### config.mk
export PLATFORM = sky130hd
export DESIGN_NAME = bernstein_term_evaluator
export DESIGN_NICKNAME = d
export VERILOG_FILES = /design/src/hdl/bte_pkg.sv /design/src/hdl/bernstein_term_evaluator.sv
export SDC_FILE = /design/constraint.sdc
export NUM_CORES = 1
export LEC_CHECK = 0
export ABC_AREA = 1
export BUFFER_PORTS_ARGS = -buffer_cell sky130_fd_sc_hd__buf_2
export CAP_MARGIN = 40
export CELL_PAD_IN_SITES_DETAIL_PLACEMENT = 1
export CELL_PAD_IN_SITES_GLOBAL_PLACEMENT = 2
export CORE_UTILIZATION = 30
export DETAILED_ROUTE_END_ITERATION = 10
export PLACE_DENSITY_LB_ADDON = 0.1
export SYNTH_ARGS = -nofsm -noshare
export SYNTH_HDL_FRONTEND = slang
export SYNTH_SLANG_ARGS = --single-unit
### constraint.sdc
create_clock -name i_clk -period 10.5 [get_ports i_clk]
set_input_delay 3.15 -clock i_clk [delete_from_list [all_inputs] [get_ports i_clk]]
set_output_delay 3.15 -clock i_clk [all_outputs]
set_load 0.01 [all_outputs]
### src/hdl/bte_pkg.sv
`timescale 1ns / 1ps
`default_nettype none

package bte_pkg;

    // Field widths on the ports
    localparam int IDX_W = 4;
    localparam int DEG_W = 4;
    localparam int U_W   = 16;
    localparam int VAL_W = 16;

endpackage

`default_nettype wire

### src/hdl/bernstein_term_evaluator.sv
// Bernstein basis evaluator: B(term_index, degree, u), u and result in unsigned
// fixed point with FRAC_BITS fraction bits (1.0 = 2^FRAC_BITS).
// Input channel: i_in_valid / o_in_stall carry term_index, degree and param_u.
// An item transfers when i_in_valid is high and o_in_stall is low; o_in_stall
// stays high for the whole computation, so one item is in flight at a time.
// Output channel: o_out_valid / i_out_stall carry basis_value and index_error
// from an output register; the next item may be taken while it waits.
// Sequencing: an index beyond the degree, or degree zero, skips the computation
// and goes straight to the output. Otherwise the work is set by the one
// multiply-add unit doing one row update per cycle over a working row memory
// with a single registered read port: a clear sweep over the degree+1 row
// entries, then degree passes, each a read setup step followed by its updates.
// Degree is saturated to MAX_DEGREE and u to 1.0 before use.
// Reset (synchronous, active low) returns the sequencer to idle and drops
// o_out_valid. While i_out_stall is high the result holds, and a finished
// item waits in the sequencer until the output register frees up.
`timescale 1ns / 1ps
`default_nettype none

module bernstein_term_evaluator #(
    parameter int MAX_DEGREE = 15,
    parameter int FRAC_BITS  = 15
) (
    input  wire logic                      i_clk,
    input  wire logic                      i_rst_n,
    input  wire logic                      i_in_valid,
    output logic                           o_in_stall,
    input  wire logic [bte_pkg::IDX_W-1:0] i_in_term_index,
    input  wire logic [bte_pkg::DEG_W-1:0] i_in_degree,
    input  wire logic [bte_pkg::U_W-1:0]   i_in_param_u,
    output logic                           o_out_valid,
    input  wire logic                      i_out_stall,
    output logic [bte_pkg::VAL_W-1:0]      o_out_basis_value,
    output logic                           o_out_index_error
);
    import bte_pkg::*;

    localparam int DEPTH = MAX_DEGREE + 1;
    localparam int AW    = $clog2(DEPTH);
    localparam int W     = FRAC_BITS + 1;
    localparam logic [W-1:0] ONE  = W'(1) << FRAC_BITS;
    localparam logic [W-1:0] HALF = W'(1) << (FRAC_BITS - 1);

    typedef enum logic [2:0] {
        S_IDLE,
        S_CLEAR,
        S_LOAD,
        S_PASS,
        S_OUT
    } t_state;

    t_state          r_state;
    logic [AW-1:0]   r_deg;
    logic [AW-1:0]   r_pos;
    logic [AW-1:0]   r_j;
    logic [AW-1:0]   r_k;
    logic [W-1:0]    r_u;
    logic [W-1:0]    r_a;
    logic [W-1:0]    r_rdata;
    logic [VAL_W-1:0] r_res_value;
    logic            r_res_err;

    logic [W-1:0]    r_row [DEPTH];

    logic            mem_we;
    logic [AW-1:0]   mem_waddr;
    logic [W-1:0]    mem_wdata;
    logic [AW-1:0]   mem_raddr;

    logic [AW-1:0]   in_deg;
    logic [W-1:0]    in_u;

    logic signed [W:0]     blend_diff;
    logic signed [2*W+1:0] blend_prod;
    logic signed [2*W+1:0] blend_sum;
    logic [W-1:0]          blend_val;

    assign o_in_stall = (r_state != S_IDLE);

    // Saturate degree and u
    assign in_deg = (32'(i_in_degree) > MAX_DEGREE) ? AW'(MAX_DEGREE) : AW'(i_in_degree);
    assign in_u   = (32'(i_in_param_u) > 32'(ONE)) ? ONE : W'(i_in_param_u);

    // (1-u)*a + u*b == a*2^F + u*(b-a): one multiply per update
    assign blend_diff = $signed({1'b0, r_rdata}) - $signed({1'b0, r_a});
    assign blend_prod = $signed({1'b0, r_u}) * blend_diff;
    assign blend_sum  = blend_prod
                      + $signed((2*W+2)'(r_a) << FRAC_BITS)
                      + $signed((2*W+2)'(HALF));
    assign blend_val  = blend_sum[FRAC_BITS +: W];

    always_comb begin
        mem_we    = 1'b0;
        mem_waddr = r_j;
        mem_wdata = blend_val;
        mem_raddr = r_deg;
        case (r_state)
            S_CLEAR: begin
                mem_we    = 1'b1;
                mem_wdata = (r_j == r_pos) ? ONE : '0;
            end
            S_LOAD: begin
                mem_raddr = r_deg - AW'(1);
            end
            S_PASS: begin
                mem_we    = 1'b1;
                // last update of a pass fetches row[deg] for the next pass
                mem_raddr = (r_j == r_k) ? r_deg : r_j - AW'(2);
            end
            default: begin
                mem_we = 1'b0;
            end
        endcase
    end

    always_ff @(posedge i_clk) begin
        if (mem_we) begin
            r_row[mem_waddr] <= mem_wdata;
        end
        r_rdata <= r_row[mem_raddr];
    end

    always_ff @(posedge i_clk) begin
        if (!i_rst_n) begin
            r_state     <= S_IDLE;
            o_out_valid <= 1'b0;
        end else begin
            // S_OUT drives o_out_valid itself
            if (o_out_valid && !i_out_stall && r_state != S_OUT) begin
                o_out_valid <= 1'b0;
            end
            case (r_state)
                S_IDLE: begin
                    if (i_in_valid) begin
                        r_deg <= in_deg;
                        r_u   <= in_u;
                        r_pos <= in_deg - AW'(i_in_term_index);
                        r_j   <= in_deg;
                        r_k   <= AW'(1);
                        if (32'(i_in_term_index) > 32'(in_deg)) begin
                            r_res_value <= '0;
                            r_res_err   <= 1'b1;
                            r_state     <= S_OUT;
                        end else if (in_deg == '0) begin
                            r_res_value <= VAL_W'(ONE);
                            r_res_err   <= 1'b0;
                            r_state     <= S_OUT;
                        end else begin
                            r_state <= S_CLEAR;
                        end
                    end
                end
                S_CLEAR: begin
                    // descending sweep; the last cycle issues the read of row[deg]
                    if (r_j == '0) begin
                        r_state <= S_LOAD;
                    end else begin
                        r_j <= r_j - AW'(1);
                    end
                end
                S_LOAD: begin
                    r_a     <= r_rdata;
                    r_j     <= r_deg;
                    r_state <= S_PASS;
                end
                S_PASS: begin
                    r_a <= r_rdata;
                    if (r_j == r_k) begin
                        if (r_k == r_deg) begin
                            r_res_value <= VAL_W'(blend_val);
                            r_res_err   <= 1'b0;
                            r_state     <= S_OUT;
                        end else begin
                            r_k     <= r_k + AW'(1);
                            r_state <= S_LOAD;
                        end
                    end else begin
                        r_j <= r_j - AW'(1);
                    end
                end
                S_OUT: begin
                    if (!o_out_valid || !i_out_stall) begin
                        o_out_valid       <= 1'b1;
                        o_out_basis_value <= r_res_value;
                        o_out_index_error <= r_res_err;
                        r_state           <= S_IDLE;
                    end
                end
                default: begin
                    r_state <= S_IDLE;
                end
            endcase
        end
    end

    a_err_zero: assert property (@(posedge i_clk) disable iff (!i_rst_n)
        o_out_valid && o_out_index_error |-> o_out_basis_value == '0)
        else $error("index error with nonzero value");

    a_row_range: assert property (@(posedge i_clk) disable iff (!i_rst_n)
        mem_we |-> mem_wdata <= ONE)
        else $error("row entry above one");

    a_pass_bounds: assert property (@(posedge i_clk) disable iff (!i_rst_n)
        r_state == S_PASS |-> (r_j >= r_k) && (r_k <= r_deg) && (r_k != '0))
        else $error("pass indices out of range");

    a_clear_bounds: assert property (@(posedge i_clk) disable iff (!i_rst_n)
        r_state == S_CLEAR |-> r_j <= r_deg)
        else $error("clear sweep beyond degree");

endmodule

`default_nettype wire
==> reports/results.tsv, run 1 <==
stage	metric	value	unit
outcome	status	finished clean	
worst_setup_path	Worst Setup End Kind	flip-flop	
worst_setup_path	most used cell, CP	fa_1	
drt	First-pass DRT Iterations	5	
clock_network	Hold Buf Count CTS	0	
clock_network	CTS Buffer Depth	3	
logic_synthesis	yosys warns	0	
final_layout	Fillers	9698	
worst_setup_path	worst setup path class	reg2reg	
logic_synthesis	adder-cell share of the synthesized area	24.8	%
clock_network	setup bufs post-CTS	0	
final_layout	share of layout cells above drive strength 1	7.61	%
place	DP HPWL	63800	um
logic_synthesis	Main synth FF type	edfxtp_1	
worst_setup_path	Critical Path RT	10.94	ns
worst_setup_path	R2R depth	29	
min_path	Hold EP	o_out_basis_value[7]	
logic_synthesis	Synth cell types	43	
final_layout	synth-to-layout area growth	12.9	%
logic_synthesis	Avg Cell Area, Syn	9.28	um^2
timing	Period minus WS final	8.49	ns
clock_network	TritonCTS Sinks	358	
logic_synthesis	Synth Area in Simple Gates	21.0	%
timing	Max Clk Rate	118	MHz
timing	worst clock skew	0.0521	ns
drt	DRC Markers	0	
worst_setup_path	r2r endpoint	r_row[1][6]	
clock_network	post-CTS sizing	0	
clock_network	Clk Latency, worst-skew pair	0.62	ns
drt	vias	18500	
logic_synthesis	Syn Inst Count	2743	
logic_synthesis	largest family of logic cells by synthesized area	adder cells	
worst_setup_path	Worst Path Max Fanout	10	
logic_synthesis	mux cell area share after synthesis	0	%
logic_synthesis	sequential share of the synthesized area	41.5	%
logic_synthesis	Post-synth EDFFs	338	
drt	WL final	85700	um
clock_network	CTS tree	done	
final_layout	commonest non-fill, non-tap cell in the layout	nand2_1	
final_layout	# diodes	0	
clock_network	Inserted Clock Buffers	44	
timing	Setup TNS	0	ns
worst_setup_path	Largest stage delay, worst path	0.58	ns
logic_synthesis	post-synthesis async set-or-reset flop share	0	%
global_routing	first-pass GRT wire length	130000	um
floorplan	Die Width	293	um
final_layout	nets@finish	3185	
worst_setup_path	Critical-path top delay cell	fa_1	
min_path	min-delay src	r_res_value[7]	
timing	Slew Limit Fails	0	
worst_setup_path	R2R Path Start	r_a[0]	
logic_synthesis	syn_nets	3140	
timing	final setup vio count	0	
place	Place WS	1.91	ns
floorplan	Initial Util	30.4	%
global_routing	vias in the first global route	20200	
drt	routed vias/inst	4.68	
global_routing	total track usage	20.5	%
timing	min setup slack post-route	2.01	ns
timing	Final Hold Fails	0	
timing	RSZ-0062 raised after global routing	no	
place	routability cong.	0.869	
timing	Slew @ Worst Pin	0.878	ns
final_layout	most frequent cells in the layout	720 x nand2_1, 487 x inv_1, 338 x edfxtp_1	
min_path	HP Class	reg2reg	
logic_synthesis	xor and xnor area share after synthesis	0.929	%
global_routing	largest net degree at the start of global routing	116	
logic_synthesis	synthesized cell area	25400	um^2
floorplan	Die Span Y	293	um
floorplan	core area	83800	um^2
clock_network	H-tree depth	2	
clock_network	clk root buf	clkbuf_16	
drt	drt initial violations	799	
timing	Final period util	80.9	%
global_routing	total gr overflow	0	
floorplan	io pins	47	
worst_setup_path	worst reg2reg setup slack	2.01	ns
global_routing	initial antenna violation count	0	
min_path	Hold Crit Depth	0	
worst_setup_path	Crit path arrival time	8.93	ns
clock_network	Worst-path clk slew	0.06	ns
drt	Wirelength per Cell	21.7	um
drt	Routed Antenna Nets	0	
timing	Max-slew headroom	41.2	%
logic_synthesis	Compound-Gate Fraction of Synth Area	2.40	%
floorplan	Die Area	86000	um^2
logic_synthesis	number of synthesized register bits	358	
floorplan	Row Count	106	
place	IO Port Bufs	46	
worst_setup_path	CP Launch Type	flip-flop	
flow_run	max-cap check violation count	0	
## how the worst max path moves through the flow
stage                      start            to  slack [ns]
after floorplan           r_a[0]   r_row[0][5]        3.40
after global placement    r_a[0]  r_row[10][6]        1.77
after detailed placement  r_a[0]   r_row[3][6]        1.91
after CTS                 r_a[0]   r_row[1][6]        1.84
after global routing      r_a[0]  r_row[12][5]        1.43
final                     r_a[0]   r_row[1][6]        2.01
## layout make-up
class | count | area (um^2) | area share [%]
Clock inverter | 23 | 285 | 0.993
Inverter | 499 | 1880 | 6.53
Sequential cell | 358 | 10600 | 36.7
Tap cell | 1134 | 1420 | 4.94
Multi-Input combinational cell | 1788 | 12600 | 44.0
Timing Repair Buffer | 97 | 774 | 2.69
Clock buffer | 59 | 1190 | 4.13
## registers in the layout (all words and copies together) (netlist names)
register / cells
r_k: 4
r_rdata: 16
r_res_value: 16
o_out_valid: 1
o_out_index_error: 1
r_deg: 4
r_state: 3
o_out_basis_value: 16
r_a: 16
r_res_err: 1
mem_waddr: 4
r_pos: 4
r_u: 16
r_row: 256
## stage by stage
step / hold WS, ns / instances / utilization (%) / instance area [um^2]
6_report: 0.417 / 3958 / 34.3 / 28700
3_3_place_gp: 0.415 / 3856 / 32.2 / 27000
3_5_place_dp: 0.405 / 3876 / 32.5 / 27300
5_1_grt: 0.424 / 3958 / 34.3 / 28700
4_1_cts: 0.418 / 3958 / 34.3 / 28700
2_1_floorplan: 0.400 / 2743 / - / 25400
## per-layer routing
layer	wire, um	part of all wire [%]	vias to the layer above	track usage (%)
met1	37300	44	9455	25.7
li1	-	-	8733	-
met3	2450	2.9	101	2.51
met5	0	0	-	0
met4	2760	3.2	0	6.89
met2	43200	50	233	36.3
## cells in the mapped netlist (all sizes together) (9+ instances only)
cell type / number / area [um^2]
nor2: 244 / 928
nand2: 726 / 2740
nand4: 9 / 56.3
xnor2: 16 / 140
dfxtp: 20 / 400
or2: 12 / 75.1
xor2: 11 / 96.3
nand3: 275 / 1380
edfxtp: 338 / 10100
o21ai: 18 / 93.8
a21oi: 50 / 250
nor4: 9 / 56.3
ha: 143 / 1790
clkbuf: 32 / 120
fa: 226 / 4520
buf: 66 / 402
inv: 493 / 1850
## critical path: cells and delay by family, from the launching register on
kind,cells,cell delay (ns)
AO/OA/AOI/OAI,1,0.21
XOR/XNOR,2,0.41
adder cells (fa/ha/maj),9,4.28
buffers and inverters,9,1.36
flip-flops,1,0.45
AND/OR/NAND/NOR,8,1.62
## logic make-up after synthesis
logic type | after synthesis
adders and majority gates | 369
and+or+nand+nor | 1292
xor gates and xnor gates | 27
DFF | 358
buffers and inverters | 597
AOI/OAI and AO/OA | 100
Power of run 1 is not shown: default switching activity piles up to over one toggle a cycle in this logic, so the estimate is an artifact.
==> run 2: changes to the inputs <==
==> constraint.sdc (replaced) <==
create_clock -name i_clk -period 8.8 [get_ports i_clk]
set_input_delay 2.64 -clock i_clk [delete_from_list [all_inputs] [get_ports i_clk]]
set_output_delay 2.64 -clock i_clk [all_outputs]
set_load 0.01 [all_outputs]
==> run 2 against run 1 <==
Highest routed layer unchanged. Critical endpoint is now r_row[4][1]. Worst setup slack got worse by 1.3 ns. Utilization rose by 0.42 points. Final cell count rose by 0.76%. Largest cell class unchanged.
==> reports/results.tsv, run 2 (synthesis gave the netlist of run 1 again) <==
stage	metric	value	unit
worst_setup_path	R2R Path Start	r_a[0]	
worst_setup_path	worst setup path class	reg2reg	
floorplan	Die Area	86000	um^2
global_routing	initial antenna violation count	2	
final_layout	synth-to-layout area growth	14.3	%
global_routing	vias in the first global route	20400	
drt	WL final	86200	um
global_routing	first-pass GRT wire length	132000	um
final_layout	Biggest register	r_row	
timing	RSZ-0062 raised after global routing	no	
global_routing	layer with the highest usage	met2	
floorplan	Die Span Y	293	um
timing	Slew Limit Fails	0	
final_layout	nets@finish	3215	
global_routing	routing usage on met1	26.5	%
timing	Max Clk Rate	124	MHz
worst_setup_path	Crit path arrival time	8.43	ns
worst_setup_path	Worst Setup End Kind	flip-flop	
timing	Final Hold Fails	0	
clock_network	CTS Buffer Depth	3	
outcome	status	finished clean	
drt	vias	18600	
clock_network	H-tree depth	2	
worst_setup_path	CP Launch Type	flip-flop	
worst_setup_path	Critical Path RT	9.14	ns
min_path	HP Class	reg2reg	
clock_network	post-CTS sizing	0	
worst_setup_path	Worst path top cell family by delay	adder cells	
final_layout	max FFs per register	256	
worst_setup_path	r2r endpoint	r_row[4][1]	
final_layout	share of layout cells above drive strength 1	8.55	%
floorplan	Row Count	106	
timing	Max-slew headroom	42.2	%
floorplan	Initial Util	30.4	%
global_routing	total gr overflow	0	
worst_setup_path	crit path buf inv count	8	
floorplan	Die Width	293	um
clock_network	Worst-path clk slew	0.06	ns
timing	final setup vio count	0	
final_layout	most frequent cells in the layout	720 x nand2_1, 487 x inv_1, 338 x edfxtp_1	
clock_network	clk root buf	clkbuf_16	
worst_setup_path	worst reg2reg setup slack	0.71	ns
min_path	min-delay src	r_res_value[6]	
clock_network	setup bufs post-CTS	0	
clock_network	CTS tree	done	
final_layout	# diodes	0	
drt	DRC Markers	0	
final_layout	Fillers	9731	
global_routing	total track usage	20.6	%
timing	Setup TNS	0	ns
place	IO Port Bufs	46	
drt	drt initial violations	893	
floorplan	io pins	47	
global_routing	largest net degree at the start of global routing	115	
min_path	Hold EP	o_out_basis_value[6]	
timing	Final period util	91.9	%
flow_run	max-cap check violation count	0	
floorplan	core area	83800	um^2
timing	worst clock skew	0.0307	ns
clock_network	Inserted Clock Buffers	45	
global_routing	met3 GRT Util	2.54	%
clock_network	Clk Latency, worst-skew pair	0.61	ns
final_layout	commonest non-fill, non-tap cell in the layout	nand2_1	
worst_setup_path	Critical-path top delay cell	fa_1	
worst_setup_path	R2R depth	31	
drt	First-pass DRT Iterations	4	
global_routing	grt met2 use	36.6	%
drt	Wirelength per Cell	21.6	um
worst_setup_path	Worst Path Max Fanout	16	
drt	routed vias/inst	4.66	
clock_network	Hold Buf Count CTS	0	
place	routability cong.	0.846	
min_path	Hold Crit Depth	0	
drt	Routed Antenna Nets	0	
timing	Period minus WS final	8.09	ns
worst_setup_path	Crit. Startpoint	r_a[0]	
timing	Slew @ Worst Pin	0.866	ns
worst_setup_path	Largest stage delay, worst path	0.53	ns
place	DP HPWL	64500	um
clock_network	TritonCTS Sinks	358	
[run 2: through the flow]
stage	area [um^2]	instances	hold slack, ns	setup WS, ns	utilization (%)
after floorplan	25400	2743	0.400	1.70	-
after global placement	27200	3884	0.406	0.408	32.4
after detailed placement	27600	3905	0.407	0.581	32.9
after CTS	29100	3988	0.421	0.528	34.7
after global routing	29100	3988	0.425	0.0458	34.7
final	29100	3988	0.418	0.709	34.7
[run 2: how the worst max path moves through the flow]
stage | slack (ns) | depth (start not counted) | endpoint
final | 0.71 | 31 | r_row[4][1]
after global routing | 0.05 | 34 | r_row[6][5]
after CTS | 0.53 | 33 | r_row[15][5]
after detailed placement | 0.58 | 32 | r_row[7][15]
after global placement | 0.41 | 33 | r_row[14][7]
after floorplan | 1.70 | 33 | r_row[0][5]
[run 2: area by class of cell]
type | count | area, um^2 | share of cell area, %
clock buffers | 60 | 1200 | 4.13
well taps | 1134 | 1420 | 4.88
flip-flops and latches | 358 | 10600 | 36.3
repair buffers | 126 | 1120 | 3.84
multi-input cells | 1788 | 12700 | 43.5
inverters | 499 | 1880 | 6.45
clock inverters | 23 | 274 | 0.942
[run 2: worst register-to-register path, delay by kind of cell, from the launching register on]
family                     cells  cell delay (ns)
AOI/OAI and AO/OA              4             0.85
xor gates and xnor gates       1             0.53
and+or+nand+nor                9             1.03
buffers and inverters          8             0.99
adders and majority gates      9             3.98
DFF                            1             0.44
[run 2: metal layers]
layer / part of all wire (%) / up-vias
met3: 2.8 / 74
met5: 0 / -
li1: - / 8800
met1: 44 / 9517
met4: 2.2 / 0
met2: 51 / 209
Power of run 2 is left out for the same reason.
